--- config.mk ---
export PLATFORM = sky130hd
export DESIGN_NAME = hashed_list_store_unit_flat
export DESIGN_NICKNAME = d
export VERILOG_FILES = /design/src/sv/hls_pkg.sv /design/src/sv/hls_req_if.sv /design/src/sv/hls_rsp_if.sv /design/src/sv/hls_ram.sv /design/src/sv/hashed_list_store_unit.sv /design/src/flat_wrapper.sv
export VERILOG_INCLUDE_DIRS = /design/src /design/src/sv
export SDC_FILE = /design/constraint.sdc
export NUM_CORES = 2
export LEC_CHECK = 0
export BUFFER_PORTS_ARGS = -buffer_cell sky130_fd_sc_hd__buf_2
export CORE_ASPECT_RATIO = 1.2
export CORE_UTILIZATION = 58
export DETAILED_ROUTE_END_ITERATION = 6
export PLACE_DENSITY = 0.74
export SLEW_MARGIN = 20
export SYNTH_ARGS = -nofsm -noshare
export SYNTH_HDL_FRONTEND = slang
export SYNTH_HIERARCHICAL = 1
export SYNTH_SLANG_ARGS = --single-unit
--- constraint.sdc ---
create_clock -name clk -period 7 [get_ports clk]
set_input_delay 0.35 -clock clk [delete_from_list [all_inputs] [get_ports clk]]
set_output_delay 0.35 -clock clk [all_outputs]
set_load 0.01 [all_outputs]
--- src/sv/hashed_list_store_unit_assert.svh ---
// Assertion macros used by hashed_list_store_unit.sv.
`ifndef HASHED_LIST_STORE_UNIT_ASSERT_SVH
`define HASHED_LIST_STORE_UNIT_ASSERT_SVH
`ifndef ASSERT_OFF
`define HLS_ASSERT(lbl, prop) \
	lbl: assert property (@(posedge clk) disable iff (!arst_n) prop) \
	else $error("hashed_list_store_unit assertion failed");
`define HLS_ASSERT_NEVER(lbl, expr) \
	lbl: assert property (@(posedge clk) disable iff (!arst_n) !(expr)) \
	else $error("hashed_list_store_unit forbidden condition");
`else
`define HLS_ASSERT(lbl, prop)
`define HLS_ASSERT_NEVER(lbl, expr)
`endif
`endif

--- src/sv/hls_pkg.sv ---
package hls_pkg;
	localparam int MAX_ITEMS = 64;
	localparam int CNT_W = $clog2(MAX_ITEMS + 1);
	localparam int ADDR_W = $clog2(MAX_ITEMS);
	localparam int VAL_W = 31;
	localparam int HASH_W = 30;
	localparam int BIT_W = $clog2(HASH_W);
	localparam logic [HASH_W-1:0] HASH_MOD = 30'd1000000009;
	localparam logic [HASH_W-1:0] BASE_RESET = 30'd37;

	typedef enum logic [1:0] {
		K_APPEND = 2'd0,
		K_FIND = 2'd1,
		K_REMOVE = 2'd2,
		K_COMPARE = 2'd3
	} kind_t;

	typedef enum logic [1:0] {
		ST_OK = 2'd0,
		ST_FULL = 2'd1,
		ST_ABSENT = 2'd2
	} status_t;

	// Brings a value below four times the modulus back into range.
	function automatic logic [HASH_W-1:0] mod_reduce(input logic [32:0] x);
		logic [32:0] m1;
		logic [32:0] m2;
		logic [32:0] m3;
		logic [32:0] d;
		m1 = {3'b000, HASH_MOD};
		m2 = m1 << 1;
		m3 = m1 + m2;
		if (x >= m3) begin
			d = x - m3;
		end else if (x >= m2) begin
			d = x - m2;
		end else if (x >= m1) begin
			d = x - m1;
		end else begin
			d = x;
		end
		return d[HASH_W-1:0];
	endfunction
endpackage

--- src/sv/hls_req_if.sv ---
interface hls_req_if import hls_pkg::*; ();
	logic valid;
	logic ready;
	logic [1:0] kind;
	logic [VAL_W-1:0] item_value;
	logic [6:0] other_length;
	logic [HASH_W-1:0] other_hash;
	modport source (output valid, kind, item_value, other_length, other_hash, input ready);
	modport sink (input valid, kind, item_value, other_length, other_hash, output ready);
endinterface

--- src/sv/hls_rsp_if.sv ---
interface hls_rsp_if import hls_pkg::*; ();
	logic valid;
	logic ready;
	logic [1:0] status;
	logic found;
	logic equal;
	logic [6:0] list_length;
	logic [HASH_W-1:0] list_hash;
	modport source (output valid, status, found, equal, list_length, list_hash, input ready);
	modport sink (input valid, status, found, equal, list_length, list_hash, output ready);
endinterface

--- src/sv/hls_ram.sv ---
module hls_ram #(
	parameter int WIDTH = 8,
	parameter int DEPTH = 16
) (
	input logic clk,
	input logic we,
	input logic [$clog2(DEPTH)-1:0] waddr,
	input logic [WIDTH-1:0] wdata,
	input logic [$clog2(DEPTH)-1:0] raddr,
	output logic [WIDTH-1:0] rdata
);
	logic [WIDTH-1:0] mem_q [DEPTH];

	always_ff @(posedge clk) begin
		if (we) begin
			mem_q[waddr] <= wdata;
		end
		rdata <= mem_q[raddr];
	end
endmodule

--- src/sv/hashed_list_store_unit.sv ---
// Append: one 30-step shift-add modular multiply, then the add.
// Find: a read and a compare per entry scanned; compare: no scan, checks length and hash.
// Remove: a read and a compare per entry to scan, a read and a write per entry to shift,
// then one multiply and add per remaining entry to rehash; the modular multiplier dominates.
// One command at a time. Reset clears the count and hash and sets the base to 37;
// the value store is not cleared.
`include "hashed_list_store_unit_assert.svh"
module hashed_list_store_unit import hls_pkg::*; (
	input logic clk,
	input logic arst_n,
	input logic cfg_we,
	input logic [HASH_W-1:0] cfg_wdata,
	hls_req_if.sink req,
	hls_rsp_if.source rsp
);
	typedef enum logic [10:0] {
		S_IDLE     = 11'b00000000001,
		S_SCAN_RD  = 11'b00000000010,
		S_SCAN_CMP = 11'b00000000100,
		S_SH_RD    = 11'b00000001000,
		S_SH_WR    = 11'b00000010000,
		S_REH      = 11'b00000100000,
		S_H_RD     = 11'b00001000000,
		S_H_LD     = 11'b00010000000,
		S_MUL      = 11'b00100000000,
		S_ADD      = 11'b01000000000,
		S_DONE     = 11'b10000000000
	} state_t;

	state_t state_q;
	kind_t kind_q;
	logic [VAL_W-1:0] val_q;
	logic [HASH_W-1:0] base_q;
	logic [CNT_W-1:0] cnt_q;
	logic [CNT_W-1:0] idx_q;
	logic [HASH_W-1:0] hash_q;
	logic [HASH_W-1:0] r_q;
	logic [BIT_W-1:0] bit_q;
	logic [VAL_W-1:0] addv_q;
	status_t status_q;
	logic found_q;
	logic equal_q;
	logic outv_q;
	logic [1:0] ost_q;
	logic ofound_q;
	logic oequal_q;
	logic [6:0] olength_q;
	logic [HASH_W-1:0] ohash_out_q;

	logic ram_we;
	logic [ADDR_W-1:0] ram_waddr;
	logic [VAL_W-1:0] ram_wdata;
	logic [ADDR_W-1:0] ram_raddr;
	logic [VAL_W-1:0] ram_rdata;
	logic [CNT_W-1:0] idx_inc;
	logic [32:0] mul_sum;
	logic [32:0] add_sum;
	logic [HASH_W-1:0] mul_red;
	logic [HASH_W-1:0] add_red;

	hls_ram #(.WIDTH(VAL_W), .DEPTH(MAX_ITEMS)) u_store (
		.clk(clk), .we(ram_we), .waddr(ram_waddr), .wdata(ram_wdata),
		.raddr(ram_raddr), .rdata(ram_rdata)
	);

	assign idx_inc = idx_q + 1'b1;
	assign mul_sum = {2'b00, r_q, 1'b0} + (base_q[bit_q] ? {3'b000, hash_q} : 33'd0);
	assign add_sum = {3'b000, r_q} + {2'b00, addv_q};
	assign mul_red = mod_reduce(mul_sum);
	assign add_red = mod_reduce(add_sum);

	always_comb begin
		ram_we = 1'b0;
		ram_waddr = cnt_q[ADDR_W-1:0];
		ram_wdata = req.item_value;
		ram_raddr = idx_q[ADDR_W-1:0];
		case (state_q)
			S_IDLE: begin
				ram_we = req.valid && kind_t'(req.kind) == K_APPEND
					&& cnt_q != CNT_W'(MAX_ITEMS);
			end
			S_SH_RD: ram_raddr = idx_inc[ADDR_W-1:0];
			S_SH_WR: begin
				ram_we = 1'b1;
				ram_waddr = idx_q[ADDR_W-1:0];
				ram_wdata = ram_rdata;
			end
			default: ;
		endcase
	end

	assign req.ready = state_q == S_IDLE;
	assign rsp.valid = outv_q;
	assign rsp.status = ost_q;
	assign rsp.found = ofound_q;
	assign rsp.equal = oequal_q;
	assign rsp.list_length = olength_q;
	assign rsp.list_hash = ohash_out_q;

	always_ff @(posedge clk or negedge arst_n) begin
		if (!arst_n) begin
			state_q <= S_IDLE;
			base_q <= BASE_RESET;
			cnt_q <= '0;
			hash_q <= '0;
			outv_q <= 1'b0;
		end else begin
			if (cfg_we) begin
				base_q <= cfg_wdata;
			end
			if (outv_q && rsp.ready && state_q != S_DONE) begin
				outv_q <= 1'b0;
			end
			case (state_q)
				S_IDLE: begin
					if (req.valid) begin
						kind_q <= kind_t'(req.kind);
						val_q <= req.item_value;
						found_q <= 1'b0;
						idx_q <= '0;
						case (kind_t'(req.kind))
							K_APPEND: begin
								equal_q <= 1'b0;
								if (cnt_q == CNT_W'(MAX_ITEMS)) begin
									status_q <= ST_FULL;
									state_q <= S_DONE;
								end else begin
									status_q <= ST_OK;
									r_q <= '0;
									bit_q <= BIT_W'(HASH_W - 1);
									addv_q <= req.item_value;
									state_q <= S_MUL;
								end
							end
							K_FIND, K_REMOVE: begin
								equal_q <= 1'b0;
								if (cnt_q == '0) begin
									status_q <= (kind_t'(req.kind) == K_REMOVE)
										? ST_ABSENT : ST_OK;
									state_q <= S_DONE;
								end else begin
									status_q <= ST_OK;
									state_q <= S_SCAN_RD;
								end
							end
							default: begin
								status_q <= ST_OK;
								equal_q <= {1'b0, req.other_length} == 8'(cnt_q)
									&& req.other_hash == hash_q;
								state_q <= S_DONE;
							end
						endcase
					end
				end
				S_SCAN_RD: state_q <= S_SCAN_CMP;
				S_SCAN_CMP: begin
					if (ram_rdata == val_q) begin
						if (kind_q == K_FIND) begin
							found_q <= 1'b1;
							state_q <= S_DONE;
						end else if (idx_inc < cnt_q) begin
							state_q <= S_SH_RD;
						end else begin
							state_q <= S_REH;
						end
					end else if (idx_inc == cnt_q) begin
						if (kind_q == K_REMOVE) begin
							status_q <= ST_ABSENT;
						end
						state_q <= S_DONE;
					end else begin
						idx_q <= idx_inc;
						state_q <= S_SCAN_RD;
					end
				end
				S_SH_RD: state_q <= S_SH_WR;
				S_SH_WR: begin
					idx_q <= idx_inc;
					// The last slot to fill is count minus two.
					state_q <= (idx_inc + 1'b1 < cnt_q) ? S_SH_RD : S_REH;
				end
				S_REH: begin
					cnt_q <= cnt_q - 1'b1;
					hash_q <= '0;
					idx_q <= '0;
					state_q <= (cnt_q == CNT_W'(1)) ? S_DONE : S_H_RD;
				end
				S_H_RD: state_q <= S_H_LD;
				S_H_LD: begin
					addv_q <= ram_rdata;
					r_q <= '0;
					bit_q <= BIT_W'(HASH_W - 1);
					state_q <= S_MUL;
				end
				S_MUL: begin
					// Shift-add over the base bits, most significant first.
					r_q <= mul_red;
					if (bit_q == '0) begin
						state_q <= S_ADD;
					end else begin
						bit_q <= bit_q - 1'b1;
					end
				end
				S_ADD: begin
					hash_q <= add_red;
					if (kind_q == K_APPEND) begin
						cnt_q <= cnt_q + 1'b1;
						state_q <= S_DONE;
					end else begin
						idx_q <= idx_inc;
						state_q <= (idx_inc == cnt_q) ? S_DONE : S_H_RD;
					end
				end
				S_DONE: begin
					if (!outv_q || rsp.ready) begin
						outv_q <= 1'b1;
						ost_q <= status_q;
						ofound_q <= found_q;
						oequal_q <= equal_q;
						olength_q <= 7'(cnt_q);
						ohash_out_q <= hash_q;
						state_q <= S_IDLE;
					end
				end
				default: state_q <= S_IDLE;
			endcase
		end
	end

	`HLS_ASSERT_NEVER(a_cnt_range, cnt_q > CNT_W'(MAX_ITEMS))
	`HLS_ASSERT_NEVER(a_hash_range, state_q == S_IDLE && hash_q >= HASH_MOD)
	`HLS_ASSERT(a_mul_runs, state_q == S_MUL && bit_q != '0 |=> state_q == S_MUL)
	`HLS_ASSERT(a_append_grows, state_q == S_ADD && kind_q == K_APPEND |=> cnt_q == $past(cnt_q) + 1'b1)
endmodule
--- src/flat_wrapper.sv ---
// flat-port wrapper written by rule: the top's interface ports become plain ports
module hashed_list_store_unit_flat import hls_pkg::*;
  (clk, arst_n, cfg_we, cfg_wdata, req_valid, req_kind, req_item_value, req_other_length, req_other_hash, req_ready, rsp_valid, rsp_status, rsp_found, rsp_equal, rsp_list_length, rsp_list_hash, rsp_ready);
  hls_req_if req_i ();
  hls_rsp_if rsp_i ();
  input logic clk;
  input logic arst_n;
  input logic cfg_we;
  input logic [HASH_W-1:0] cfg_wdata;
  input wire logic [$bits(req_i.valid)-1:0] req_valid;
  input wire logic [$bits(req_i.kind)-1:0] req_kind;
  input wire logic [$bits(req_i.item_value)-1:0] req_item_value;
  input wire logic [$bits(req_i.other_length)-1:0] req_other_length;
  input wire logic [$bits(req_i.other_hash)-1:0] req_other_hash;
  output wire logic [$bits(req_i.ready)-1:0] req_ready;
  output wire logic [$bits(rsp_i.valid)-1:0] rsp_valid;
  output wire logic [$bits(rsp_i.status)-1:0] rsp_status;
  output wire logic [$bits(rsp_i.found)-1:0] rsp_found;
  output wire logic [$bits(rsp_i.equal)-1:0] rsp_equal;
  output wire logic [$bits(rsp_i.list_length)-1:0] rsp_list_length;
  output wire logic [$bits(rsp_i.list_hash)-1:0] rsp_list_hash;
  input wire logic [$bits(rsp_i.ready)-1:0] rsp_ready;
  assign req_i.valid = req_valid;
  assign req_i.kind = req_kind;
  assign req_i.item_value = req_item_value;
  assign req_i.other_length = req_other_length;
  assign req_i.other_hash = req_other_hash;
  assign req_ready = req_i.ready;
  assign rsp_valid = rsp_i.valid;
  assign rsp_status = rsp_i.status;
  assign rsp_found = rsp_i.found;
  assign rsp_equal = rsp_i.equal;
  assign rsp_list_length = rsp_i.list_length;
  assign rsp_list_hash = rsp_i.list_hash;
  assign rsp_i.ready = rsp_ready;
  hashed_list_store_unit u_core (.clk(clk), .arst_n(arst_n), .cfg_we(cfg_we), .cfg_wdata(cfg_wdata), .req(req_i), .rsp(rsp_i));
endmodule
# After elaboration in Yosys (flattened, before gate mapping)
# Memories as Yosys holds them, arrays and structs flattened. A register that Yosys moved wholly into a read port is not among the register bits.
# Cells that the tools add are included.
[word_totals] ff_bits=230 ramBits=1984 mem_count=1
[classes] n_addsub=13 order_cmp=9 eq_ne=37 mux=67 reduce_logical=28
[memory_table] memory="u_core.u_store.mem_q" depth=64 word_bits=31 read_ports=1 rd_ports_with_merged_regs=1 write_ports=1 line_no="hls_ram.sv:12" text="logic [WIDTH-1:0] mem_q [DEPTH];"
[ops] operator="two-way mux 30 bit" n=10
[ops] operator="subtractor 30 bit, second input constant" n=6
[ops] operator="two-way mux 31 bit" n=4
[ops] operator="two-way mux 11 bit" n=11
[ops] operator="case mux 11 bit (11 select lines)" n=1
[ops] operator="case mux 30 bit (3 select lines)" n=1
[ops] operator="greater-or-equal comparator 32 x 30 -> 1 bit, second input constant" n=2
[ops] operator="greater-or-equal comparator 32 x 31 -> 1 bit, second input constant" n=2
[ops] operator="greater-or-equal comparator 32 bit, second input constant" n=2
[ops] operator="case mux 31 bit (2 select lines)" n=1
[ops] operator="case mux 30 bit (2 select lines)" n=1
[ops] operator="two-way mux 7 bit" n=5
[ops] operator="case mux 7 bit (5 select lines)" n=1
[ops] operator="adder 30 x 31 -> 32 bit" n=1
[ops] operator="adder 31 x 30 -> 32 bit" n=1
[ops] operator="== test 31 bit" n=1
[ops] operator="== test 30 bit" n=1
[ops] operator="two-way mux 6 bit" n=4
[ops] operator="case mux 11 bit (2 select lines)" n=1
[ops] operator="adder 7 x 1 -> 7 bit, second input constant" n=3
[ops] operator="two-way mux 5 bit" n=4
[ops] operator="AND reduction 6 bit" n=3
[ops] operator="inequality test 2 x 1 -> 1 bit, second input constant" n=8
[ops] operator="case mux 5 bit (3 select lines)" n=1
[ops] operator="43 further kinds" n=79

# Logic depth before layout (Yosys ltp)
[depth] ltp_word=9 ltp_mapped=26 ltp_nobuf=21

# Hierarchy
# The synthesis kept the hierarchy.
[modules_own_cells] mod="hls_ram" instances=1 cells_each=3418 area_per_inst_um2=76313.2 seq_area_each_um2=60197.7
[modules_own_cells] mod="hashed_list_store_unit" instances=1 cells_each=2193 area_per_inst_um2=19469.9 seq_area_each_um2=6516.2

# Worst setup path before layout
# OpenSTA, ideal clock, no wires.
[synth_path] path_kind="flip-flop to flip-flop" from="register u_core.bit_q[0]" to="register u_core.r_q[29], data pin" setup_time_ns=0.266 arrival_time_ns=5.739 t_required_ns=6.734 path_slack_ns=0.995 path_stages_with_launch=24 n_path_buf=5 synth_period_minus_slack_ns=6.005 path_cell_list="edfxtp_1 -> buf_4 -> mux4_2 -> mux4_2 -> nor2b_1 -> or2_2 -> clkbuf_1 -> clkbuf_1 -> and2_1 -> ha_1 -> a21o_1 -> a211o_1 -> or4_1 -> and3_1 -> buf_2 -> or4_4 -> a211oi_2 -> o21ai_2 -> o21a_1 -> buf_2 -> a31oi_1 -> a21bo_1 -> xnor2_1 -> nor2_1"
[synth_between] elab_chain_len=9 elab_cells_between_ends=14 classes_between="add/sub (4); order compare (3); mux (7)"
[synth_rtl] item="from (decl)" line_no="hashed_list_store_unit.sv:38" text="logic [BIT_W-1:0] bit_q;"
[synth_rtl] item="from (signal assigned)" line_no="hashed_list_store_unit.sv:130" text="bit_q <= BIT_W'(HASH_W - 1);"
[synth_rtl] item="from (signal assigned)" line_no="hashed_list_store_unit.sv:192" text="bit_q <= BIT_W'(HASH_W - 1);"
[synth_rtl] item="from (signal assigned)" line_no="hashed_list_store_unit.sv:201" text="bit_q <= bit_q - 1'b1;"
[synth_rtl] item="binary-select mux 1 bit (select 5 bit) (*)" line_no="hashed_list_store_unit.sv:67" text="assign mul_sum = {2'b00, r_q, 1'b0} + (base_q[bit_q] ? {3'b000, hash_q} : 33'd0);"
[synth_rtl] item="two-way mux 1 bit (not written as such) (*)" line_no="hashed_list_store_unit.sv:67"
[synth_rtl] item="two-way mux 30 bit (*)" line_no="hashed_list_store_unit.sv:67"
[synth_rtl] item="adder 31 x 30 -> 32 bit (*)" line_no="hashed_list_store_unit.sv:67"
[synth_rtl] item="subtractor 30 bit or greater-or-equal comparator 32 x 30 -> 1 bit (tied branches)" line_no="hls_pkg.sv:38, hls_pkg.sv:37"
[synth_rtl] item="two-way mux 30 bit" line_no="hls_pkg.sv:37" text="end else if (x >= m1) begin"
[synth_rtl] item="two-way mux 30 bit" line_no="hls_pkg.sv:35" text="end else if (x >= m2) begin"
[synth_rtl] item="two-way mux 30 bit (*)" line_no="hls_pkg.sv:33" text="if (x >= m3) begin"
[synth_rtl] item="case mux 30 bit (3 select lines) (*)" line_no="hashed_list_store_unit.sv:114" text="case (state_q)"
[synth_rtl] item="to (signal assigned)" line_no="hashed_list_store_unit.sv:197" text="r_q <= mul_red;"
[synth_rtl] item="to (decl)" line_no="hashed_list_store_unit.sv:37" text="logic [HASH_W-1:0] r_q;"
# Mark *: on every way between the ends. The rest lies on a longest branch, timed or not. The select of a mux whose other input is x is not followed.
# A chain may end at the register's enable or synchronous reset.

# Worst setup path after layout
[layout_path] from="register u_core.bit_q[0]" to="register u_core.r_q[3], data pin"
# The elaborated chain is that of the path after synthesis.

==> results.yml <==
pwr:
  power.density_mw_per_mm2: 316
  p_total_mw: 34.2
  max-vdd-ir-drop_mv: 0.272
  p_leak_nw: 36.3
floorplanning:
  row_count: 163
  fp.coreArea_mm2: 0.164
  initial_core_util: 0.583
  die_w_um: 373
  io_pins: 148
  die_h_um: 447
  die-area_mm2: 0.167
finish:
  synthToLayoutAreaGrowth_pct: 12.9
  multi_input_area_mm2: 0.0281
  nNetsFinal: 6207
  mostFrequentLayoutCell: "edfxtp_1"
  register_area_mm2: 0.0667
  layout_common_cells: "edfxtp_1 (2,135), mux4_2 (411), mux2i_1 (310)"
  drive_above_1_share: 0.224
  n_fill_cell: 10700
yosys:
  avgSynthCellArea_um2: 17.1
  synth_nets: 5816
  synth_edf_count: 2135
  async_flop_share: 0.0352
  ys_warn_count: 6
  yosysSeqAreaShare: 0.697
  synth-seq-cells: 2245
  synth_flop_cell: "edfxtp_1"
  netlist_area_mm2: 0.0958
  synthCells: 5611
  ys_types: 112
drt:
  ant_nets: 0
  avgRoutedWirePerCell_um: 32.4
  routed_via_density: 6.66
  wl_mm: 270
  drt_pass1_iterations: 6
  drtIter0Drc: 6380
  drcViolationCount: 0
  vias: 55600
hold_path:
  hp-start: "req_other_length[6]"
  worstHoldPathType: "primary input to flip-flop"
timing:
  drv_slew: 0
  max_clock_freq_mhz: 152
  period_needed_ns: 6.57
  slew_headroom: 0.0748
  fin_crit_sh: 0.938
  fin_skew_ns: 0.0330
  holdWs_ns: 0.0928
  worst_pin_slew_ns: 1.37
  setup_ws_ns: 0.434
  rsz0062_at_grt: "no"
  finalHoldViolations: 0
  tns_ns: 0
  setup_viol: 0
grt:
  grt.overflow.total: 0
  grt_first_pass_wirelength_mm: 386
  grt_max_degree: 116
  grt_usage: 0.324
  grt_pass1_vias: 55900
  grt_antenna_before_repair: 27
clock_tree:
  cts_tree: "built"
  cts-htree-levels: 4
  cts_sinks: 2245
  clk_path_buf_depth: 3
  root_buffer: "clkbuf_16"
  numCtsBuffers: 210
  clk_latency_ns: 0.87
  path_clk_slew_ns: 0.06
outcome:
  status: "finished clean"
worst_setup_path:
  cp_slowest_cell: "a2111oi_4"
  crit_type: "flip-flop to flip-flop"
  slowest_delay_ns: 0.56
  cp.arrival_ns: 7.14
  critPathLaunch: "u_core/bit_q[0]"
  cp_data_required_time_ns: 7.57
  crit_chain: "buf_4 > mux4_2 > mux4_2 > nor2b_1 > or2_2 > and2_1 > ha_1 > o211a_1 > a21boi_1 > o21a_1 > nor4_1 > buf_4 > a2111oi_4 > o21a_1 > a2111oi_0 > o211ai_1 > nand2_1 > buf_4 > a211o_1 > a32o_1 > xnor2_1 > nor2_1"
  worstReg2RegStart: "u_core/bit_q[0]"
  start_kind: "flip-flop"
  path_common_cell: "buf_4"
  worstPathMaxFanout: 17
  critPathCaptureType: "flip-flop"
place:
  dp_slack_ns: 0.248
  numPortBuffers: 147
  gp_congestion: 0.944
  hpwl_mm: 167
flow_run:
  maxCapViolations: 0
routing by layer:
metal | up-vias | routed length (µm) | global-route usage
li1 | 23500 | - | -
met1 | 28400 | 93100 | 0.387
met2 | 2977 | 134000 | 0.541
met3 | 681 | 21100 | 0.0479
met4 | 0 | 21800 | 0.234
met5 | - | 0 | 0
stage by stage:
stage               utilization  cells  area (µm²)
finish                    0.659   8342      108000
CTS                       0.658   8317      108000
floorplan                     -   5611       95800
global route              0.658   8335      108000
detailed placement        0.614   7863      101000
global placement          0.614   7863      101000
flip-flops by register name, summed over array words and instances, names as in the netlist, 11 cells and up:
register	count
u_core/addv_q	31
u_core/base_q	30
u_core/hash_q	30
u_core/r_q	30
u_core/rsp.list_hash	30
u_core/state_q	11
u_core/u_store/mem_q	1984
u_core/u_store/rdata	31
u_core/val_q	31
power by group:
group	internal [mW]	leakage, nW	switching, mW	total [mW]
Sequential	15.1	20.5	0.466	15.5
Combinational	2.98	12.6	4.66	7.63
Clock	6.09	3.22	4.92	11.0
area by class of cell:
type	count	area share
Antenna cell	21	0.000486
Clock buffer	260	0.0515
Clock inverter	126	0.00936
Inverter	58	0.00201
Multi-Input combinational cell	3002	0.260
Sequential cell	2245	0.617
Tap cell	2145	0.0248
Timing Repair Buffer	485	0.0345
Yosys cell counts, types with 26 or more instances:
cell      number  area (µm²)
edfxtp_1    2135       64100
mux4_2       411        9260
mux2i_1      310        3100
nand2_1      278        1040
nor2_1       236         886
o21ai_0      149         746
clkbuf_1     142         533
a21oi_1      123         616
a22oi_1      115         863
xnor2_1      115        1010
buf_2        112         561
o22ai_1      104         651
ha_1          98        1230
a31oi_1       78         488
dfrtp_1       75        1880
xor2_1        74         648
a21o_1        71         533
mux2_2        71         800
nand3_1       59         295
and2_1        58         363
inv_1         58         218
nor3_1        58         290
and3_1        55         344
o21ai_1       43         215
nand4_1       41         257
buf_4         36         270
o31ai_1       36         270
dfxtp_1       31         621
o211ai_1      31         233
nor4_1        29         181
a211oi_1      28         210
nand2b_1      26         163
cells by family (layout without fill, tap and decap cells):
| group | count (synthesis) | count (layout) | share of synthesized area |
|---|---|---|---|
| flip-flops | 2245 | 2245 | 0.697 |
| AO/OA/AOI/OAI | 968 | 968 | 0.0688 |
| AND/OR/NAND/NOR | 951 | 951 | 0.0490 |
| multiplexers | 792 | 792 | 0.137 |
| buffers and inverters | 364 | 929 | 0.0174 |
| XOR/XNOR | 191 | 191 | 0.0176 |
| adder cells (fa/ha/maj) | 100 | 100 | 0.0132 |
| other | 0 | 21 | 0 |
worst paths after layout:
kind | end | slack (ns) | depth (start not counted)
max | u_core/r_q[3] | 0.43 | 22
min | u_core/equal_q | 0.09 | 5
max reg2reg | u_core/r_q[3] | 0.43 | 22
min reg2reg | u_core/rsp.equal | 0.44 | 0
max in group asynchronous | u_core/cnt_q[6] | 5.42 | 3
min in group asynchronous | u_core/state_q[0] | 0.16 | 2
critical path: cells and delay by family, from the launching register on:
kind | cells | cell delay (ns)
AND/OR/NAND/NOR | 6 | 1.17
buffers and inverters | 3 | 0.54
adder cells (fa/ha/maj) | 1 | 0.43
XOR/XNOR | 1 | 0.15
AO/OA/AOI/OAI | 9 | 2.68
multiplexers | 2 | 0.95
flip-flops | 1 | 0.34
what timing repair did:
action | in CTS | in global routing
endpoints found under the setup margin | 0 | 21
buffers inserted | 0 | 3
resized for setup | 0 | 0
hold buffers | 68 | 0
hold endpoints to repair | 115 | 0
(Power assumes the default switching activity.)
